**config.mk**
```make
export PLATFORM = sky130hd
export DESIGN_NAME = modular_exponentiation
export DESIGN_NICKNAME = d
export VERILOG_FILES = /design/src/rtl/mexp_pkg.sv /design/src/rtl/mexp_ctrl.sv /design/src/rtl/mexp_dp.sv /design/src/rtl/modular_exponentiation.sv
export SDC_FILE = /design/constraint.sdc
export NUM_CORES = 2
export LEC_CHECK = 0
export BUFFER_PORTS_ARGS = -buffer_cell sky130_fd_sc_hd__buf_4
export CORE_ASPECT_RATIO = 1.4
export CORE_MARGIN = 2
export CORE_UTILIZATION = 48
export CTS_BUF_LIST = sky130_fd_sc_hd__clkbuf_8
export CTS_CLUSTER_SIZE = 30
export DETAILED_ROUTE_END_ITERATION = 10
export GPL_ROUTABILITY_DRIVEN = 0
export SLEW_MARGIN = 20
export SYNTH_ARGS = -nofsm -noshare
export SYNTH_HDL_FRONTEND = slang
export SYNTH_SLANG_ARGS = --single-unit
export TNS_END_PERCENT = 20
```
**constraint.sdc**
```tcl
create_clock -name clock -period 22.8 [get_ports clock]
set_clock_uncertainty 0.15 [all_clocks]
set_input_delay 6.84 -clock clock [delete_from_list [all_inputs] [get_ports clock]]
set_output_delay 6.84 -clock clock [all_outputs]
set_load 0.005 [all_outputs]
```
**src/rtl/mexp_pkg.sv**
```systemverilog
`timescale 1ns / 1ps

package mexp_pkg;

   localparam int OPERAND_WIDTH_DEF = 32;
   localparam int DATA_WIDTH        = 32;
   localparam int EXP_WIDTH         = 64;

   typedef struct packed {
      logic load;       // capture base and exponent, acc <= 1
      logic sqr_sel;    // multiply radix*radix, else acc*radix
      logic mul_en;     // register product, start reduction
      logic div_en;     // one remainder bit
      logic wr_en;      // write reduced value back
      logic shift_en;   // drop the exponent lsb
   } mexp_cmd_type;

   typedef struct packed {
      logic exp_zero;
      logic exp_lsb;
      logic exp_high_zero;
      logic div_last;
   } mexp_status_type;

endpackage

```
**src/rtl/mexp_ctrl.sv**
```systemverilog
`timescale 1ns / 1ps

module mexp_ctrl (
   input  logic                      clock,
   input  logic                      reset,
   input  logic                      start,
   input  mexp_pkg::mexp_status_type status,
   output mexp_pkg::mexp_cmd_type    cmd,
   output logic                      busy,
   output logic                      done
);
   import mexp_pkg::*;

   typedef enum logic [5:0] {
      ST_IDLE  = 6'b000001,
      ST_CHECK = 6'b000010,
      ST_MUL   = 6'b000100,
      ST_DIV   = 6'b001000,
      ST_SHIFT = 6'b010000,
      ST_DONE  = 6'b100000
   } state_type;

   state_type state_ff, state_in;
   logic      sqr_ff, sqr_in;

   always_comb begin
      state_in = state_ff;
      sqr_in   = sqr_ff;
      cmd      = '0;
      unique case (state_ff)
         ST_IDLE: begin
            if (start) begin
               cmd.load = 1'b1;
               state_in = ST_CHECK;
            end
         end
         ST_CHECK: begin
            if (status.exp_zero) begin
               state_in = ST_DONE;
            end else if (status.exp_lsb) begin
               sqr_in   = 1'b0;
               state_in = ST_MUL;
            end else begin
               state_in = ST_SHIFT;
            end
         end
         ST_MUL: begin
            cmd.sqr_sel = sqr_ff;
            cmd.mul_en  = 1'b1;
            state_in    = ST_DIV;
         end
         ST_DIV: begin
            cmd.sqr_sel = sqr_ff;
            cmd.div_en  = 1'b1;
            if (status.div_last) begin
               cmd.wr_en = 1'b1;
               state_in  = sqr_ff ? ST_CHECK : ST_SHIFT;
            end
         end
         ST_SHIFT: begin
            if (status.exp_high_zero) begin
               state_in = ST_DONE;
            end else begin
               cmd.shift_en = 1'b1;
               sqr_in       = 1'b1;
               state_in     = ST_MUL;
            end
         end
         ST_DONE: begin
            state_in = ST_IDLE;
         end
         default: begin
            state_in = ST_IDLE;
         end
      endcase
   end

   always_ff @(posedge clock) begin
      if (reset) begin
         state_ff <= ST_IDLE;
         sqr_ff   <= 1'b0;
      end else begin
         state_ff <= state_in;
         sqr_ff   <= sqr_in;
      end
   end

   assign busy = (state_ff != ST_IDLE);
   assign done = (state_ff == ST_DONE);

endmodule

```
**src/rtl/mexp_dp.sv**
```systemverilog
`timescale 1ns / 1ps

module mexp_dp #(
   parameter int OPERAND_WIDTH = mexp_pkg::OPERAND_WIDTH_DEF
) (
   input  logic                                clock,
   input  logic                                reset,
   input  mexp_pkg::mexp_cmd_type              cmd,
   output mexp_pkg::mexp_status_type           status,
   input  logic                                csr_write,
   input  logic [mexp_pkg::DATA_WIDTH-1:0]     csr_data,
   input  logic [mexp_pkg::DATA_WIDTH-1:0]     base,
   input  logic [mexp_pkg::EXP_WIDTH-1:0]      exponent,
   output logic [mexp_pkg::DATA_WIDTH-1:0]     power_result
);
   import mexp_pkg::*;

   localparam int W  = OPERAND_WIDTH;
   localparam int PW = 2 * OPERAND_WIDTH;
   localparam int CW = $clog2(PW);

   logic [W-1:0]         modulus_ff, modulus_in;
   logic [W-1:0]         acc_ff, acc_in;
   logic [W-1:0]         radix_ff, radix_in;
   logic [EXP_WIDTH-1:0] exp_ff, exp_in;
   logic [PW-1:0]        prod_ff, prod_in;
   logic [W-1:0]         rem_ff, rem_in;
   logic [CW-1:0]        idx_ff, idx_in;

   logic [W-1:0]         mul_a;
   logic [W:0]           trial;
   logic [W:0]           trial_sub;
   logic [W-1:0]         rem_step;
   logic [W-1:0]         reduced;
   logic                 mod_zero;

   assign mod_zero  = (modulus_ff == '0);
   assign mul_a     = cmd.sqr_sel ? radix_ff : acc_ff;

   // restoring division, one dividend bit per cycle, msb first
   assign trial     = {rem_ff, prod_ff[idx_ff]};
   assign trial_sub = trial - {1'b0, modulus_ff};
   assign rem_step  = (trial >= {1'b0, modulus_ff}) ? trial_sub[W-1:0] : trial[W-1:0];
   assign reduced   = mod_zero ? prod_ff[W-1:0] : rem_step;

   always_comb begin
      modulus_in = csr_write ? csr_data[W-1:0] : modulus_ff;
      acc_in     = acc_ff;
      radix_in   = radix_ff;
      exp_in     = exp_ff;
      prod_in    = prod_ff;
      rem_in     = rem_ff;
      idx_in     = idx_ff;
      if (cmd.load) begin
         acc_in   = W'(1);
         radix_in = base[W-1:0];
         exp_in   = exponent;
      end
      if (cmd.shift_en) begin
         exp_in = exp_ff >> 1;
      end
      if (cmd.mul_en) begin
         prod_in = PW'(mul_a) * PW'(radix_ff);
         rem_in  = '0;
         idx_in  = CW'(PW - 1);
      end
      if (cmd.div_en) begin
         rem_in = rem_step;
         idx_in = idx_ff - CW'(1);
      end
      if (cmd.wr_en) begin
         if (cmd.sqr_sel) begin
            radix_in = reduced;
         end else begin
            acc_in = reduced;
         end
      end
   end

   always_ff @(posedge clock) begin
      if (reset) begin
         modulus_ff <= W'(1);
      end else begin
         modulus_ff <= modulus_in;
      end
   end

   always_ff @(posedge clock) begin
      acc_ff   <= acc_in;
      radix_ff <= radix_in;
      exp_ff   <= exp_in;
      prod_ff  <= prod_in;
      rem_ff   <= rem_in;
      idx_ff   <= idx_in;
   end

   assign status.exp_zero      = (exp_ff == '0);
   assign status.exp_lsb       = exp_ff[0];
   assign status.exp_high_zero = (exp_ff[EXP_WIDTH-1:1] == '0);
   assign status.div_last      = (idx_ff == '0);

   assign power_result = DATA_WIDTH'(acc_ff);

endmodule

```
**src/rtl/modular_exponentiation.sv**
```systemverilog
`timescale 1ns / 1ps
// Each modular product is a multiply step followed by a bit-serial divider over
// the 2W-bit product, W = OPERAND_WIDTH.
// One request at a time: busy stays high through the result strobe, and the next
// request is accepted once busy falls; rsp cannot stall.
// Synchronous reset returns the controller to idle and the modulus to 1.
module modular_exponentiation #(
   parameter int OPERAND_WIDTH = mexp_pkg::OPERAND_WIDTH_DEF
) (
   input  logic                                clock,
   input  logic                                reset,
   input  logic                                start,
   output logic                                busy,
   input  logic [mexp_pkg::DATA_WIDTH-1:0]     req_base,
   input  logic [mexp_pkg::EXP_WIDTH-1:0]      req_exponent,
   output logic                                rsp_strobe,
   output logic [mexp_pkg::DATA_WIDTH-1:0]     rsp_power_result,
   input  logic                                csr_valid,
   output logic                                csr_ready,
   input  logic [mexp_pkg::DATA_WIDTH-1:0]     csr_modulus
);
   import mexp_pkg::*;

   mexp_cmd_type    cmd;
   mexp_status_type status;
   logic            csr_write;

   assign csr_ready = ~busy & ~start;
   assign csr_write = csr_valid & csr_ready;

   mexp_ctrl u_ctrl (
      .clock  (clock),
      .reset  (reset),
      .start  (start),
      .status (status),
      .cmd    (cmd),
      .busy   (busy),
      .done   (rsp_strobe)
   );

   mexp_dp #(
      .OPERAND_WIDTH (OPERAND_WIDTH)
   ) u_dp (
      .clock        (clock),
      .reset        (reset),
      .cmd          (cmd),
      .status       (status),
      .csr_write    (csr_write),
      .csr_data     (csr_modulus),
      .base         (req_base),
      .exponent     (req_exponent),
      .power_result (rsp_power_result)
   );

endmodule
```
==> impl_metrics.tcl <==
set metrics [dict create \
    slowest_stage "nor2_1" \
    overflow 0 \
    yosysMostFrequentCell "inv_1" \
    synth_top_area_cell "fa_1" \
    area_growth_pct 6.567 \
    avgSynthCellArea_um2 9.346 \
    synth-edff-count 165 \
    swShare 0.4763 \
    path_common_cell "buf_4" \
    cts_resized 0 \
    die_h_um 374.2 \
    async_flop_share 0 \
    vias_per_cell 5.534 \
    ys_top_cells_by_area "fa_1 (38%), edfxtp_1 (11%), ha_1 (7.9%)" \
    clk_pin_slew_ps 60 \
    maxSlewViolCount 0 \
    worstMarginPinSlew_ps 1121 \
    ant_nets 0 \
    internal_power_mw 1.118 \
    ys.flop_type "edfxtp_1" \
    grt_use_total 0.2766 \
    critical_path.top_delay_family "buffers and inverters" \
    power_mw 2.134 \
    cts.hold.buffers_added 0 \
    start_util 0.4846 \
    ys_types 79 \
    critPathArrivalTime_ps 7410 \
    synth-xor-area-share 0.01622 \
    drt-total-wl_mm 134.1 \
    clkPwrFrac 0.191 \
    synth_top_family_by_area "adder cells" \
    fmax_ghz 0.06942 \
    cts-buffers-inserted 39 \
    post_cts_buffers 0 \
    place.port_buffers 166 \
    cts_tree "done" \
    routedWlPerCell_um 21.15 \
    cp-end-kind "primary output" \
    timing.setup.tns_ps 0 \
    status "finished clean" \
    start_kind "input port" \
    drv_cap 0 \
    yosys.area_share.simple 0.1650 \
    synth_compound_area_frac 0.07238 \
    fin_crit_sh 0.6318 \
    grt_setup_unrepaired "false" \
    yosysSeqAreaShare 0.1498 \
    irDropWorstVdd_v 0.00006127 \
    place_hpwl_mm 104.3 \
    drive_above_1_share 0.08871 \
    grt_pass1_vias 37966 \
    relSlewSlack 0.2451 \
    clock_latency_ps 610 \
    first_iter_violations 2107 \
    cts-root-buf "clkbuf_8" \
    htreeDepth 2 \
    crit_fanout 5 \
    synth-adder-area-share 0.4613 \
    path_cells "buf_4 > nor2_1 > buf_4" \
    combPwrFrac 0.504 \
    hold_violations 0 \
    muxShareOfSynthArea 0.03696 \
    netlist_instances 5027 \
    drtPass1Iterations 7 \
    worst_path_largest_cell_delay_ps 270 \
    io_pins 167 \
    grt_max_degree 66 \
    critical_path_class "in2out" \
    worstPathRequired_ps 15810 \
    yosysWarnings 0 \
    finalNetCount 6336 \
    ys_seq_elements 269 \
    synth_top_area_share 0.3822 \
    num-fill-cells 9259 \
    vias 35088 \
    die_w_um 268.4 \
    share_seq_of_total_power 0.304 \
    cts_buffer_depth 3 \
    crit_buf_inv 2 \
    hold_path_class "reg2reg" \
    grt_pass1_wl_mm 213.4 \
    p_sw_mw 1.017 \
    power.leakage_nw 23.43 \
    synth_common_cells "inv_1 (922), fa_1 (897), nand2_1 (720)" \
    syn_nets 6353 \
    cts_sinks 269 \
    core_um2 96960 \
    drc 0 \
    syn-cell-area_um2 46980 \
    row_count 135 \
    fin_crit_ps 14400 \
    setup_viol 0 \
    power_density_nw_per_um2 42.63 \
    antenna_found_initial 5 \
    die_area_um2 100400 \
]
[through the flow]
step	setup slack, ps	cell area (um^2)	std cells	utilization	hold slack (ps)
2_1_floorplan	8761	46980	5027	-	299.0
3_3_place_gp	8416	49290	6270	0.5083	312.8
3_5_place_dp	8404	49290	6270	0.5083	315.4
4_1_cts	8393	50060	6340	0.5163	324.4
5_1_grt	8329	50070	6341	0.5164	340.7
6_report	8395	50070	6341	0.5164	322.3
[kinds of logic after synthesis]
family                   after synthesis
flip-flops                           269
AND/OR/NAND/NOR                     1580
AO/OA/AOI/OAI                        539
buffers and inverters               1220
XOR/XNOR                              87
adder cells (fa/ha/maj)             1194
multiplexers                         138
[layout by cell type (no fill, tap or decap), types with 108 or more instances in the layout]
cell,Yosys,routed
buf_4,3,240
ha_1,297,297
a21oi_1,164,163
edfxtp_1,165,165
nor2_1,111,108
nand2_1,720,713
and2_1,542,540
fa_1,897,897
inv_1,922,932
o21ai_0,109,109
[routing by layer]
layer | track usage | up-vias | wire, um
met5 | 0 | - | 0
met3 | 0.02876 | 259 | 7594
li1 | - | 15554 | -
met4 | 0.09361 | 0 | 4924
met1 | 0.3291 | 18118 | 49930
met2 | 0.5142 | 1157 | 71700
[final cells by class]
type	count	area (um^2)	share of cell area
clock buffer	43	591.8	0.01182
inverter	922	3461	0.06912
clock inverter	27	180.2	0.003599
sequential	269	7037	0.1405
antenna	1	2.502	0.00004998
tap	1301	1628	0.03251
multi-input combinational	3538	35370	0.7064
timing repair buffer	240	1802	0.03599
[worst register-to-register path: cells and delay by family (launching register included)]
kind | cells | cell delay (ps)
AO/OA/AOI/OAI | 6 | 1510
flip-flops | 1 | 370
AND/OR/NAND/NOR | 10 | 3050
buffers and inverters | 6 | 1300
adder cells (fa/ha/maj) | 9 | 4440
[flip-flops by register name, summed over array words and instances, names as in the netlist, 6 cells and up]
name	cells
u_ctrl.state_ff	6
u_dp.exp_ff	64
u_dp.idx_ff	6
u_dp.modulus_ff	32
u_dp.power_result	32
u_dp.prod_ff	64
u_dp.radix_ff	32
u_dp.rem_ff	32
[power by group through the flow]
stage               clock network (mW)  logic, mW  registers (mW)
CTS                              0.418       1.07           0.648
detailed placement                   0       1.06           0.659
finish                           0.409       1.08           0.649
global placement                     0       1.06           0.657
global route                     0.430       1.15           0.656
floorplan                            0      0.625           0.659
[worst paths after layout]
path	from	endpoint	slack (ps)	cells after the start
hold / removal	u_dp.modulus_ff[8]$_SDFFE_PP0P_	u_dp.modulus_ff[8]$_SDFFE_PP0P_	320	2
setup reg to reg	u_ctrl.state_ff[3]$_SDFFE_PP0P_	u_dp.prod_ff[56]$_DFFE_PP_	11660	31
hold reg to reg	u_dp.modulus_ff[8]$_SDFFE_PP0P_	u_dp.modulus_ff[8]$_SDFFE_PP0P_	320	2
setup / recovery	start	csr_ready	8400	3
No activity file was read; power rests on OpenSTA's default activity.
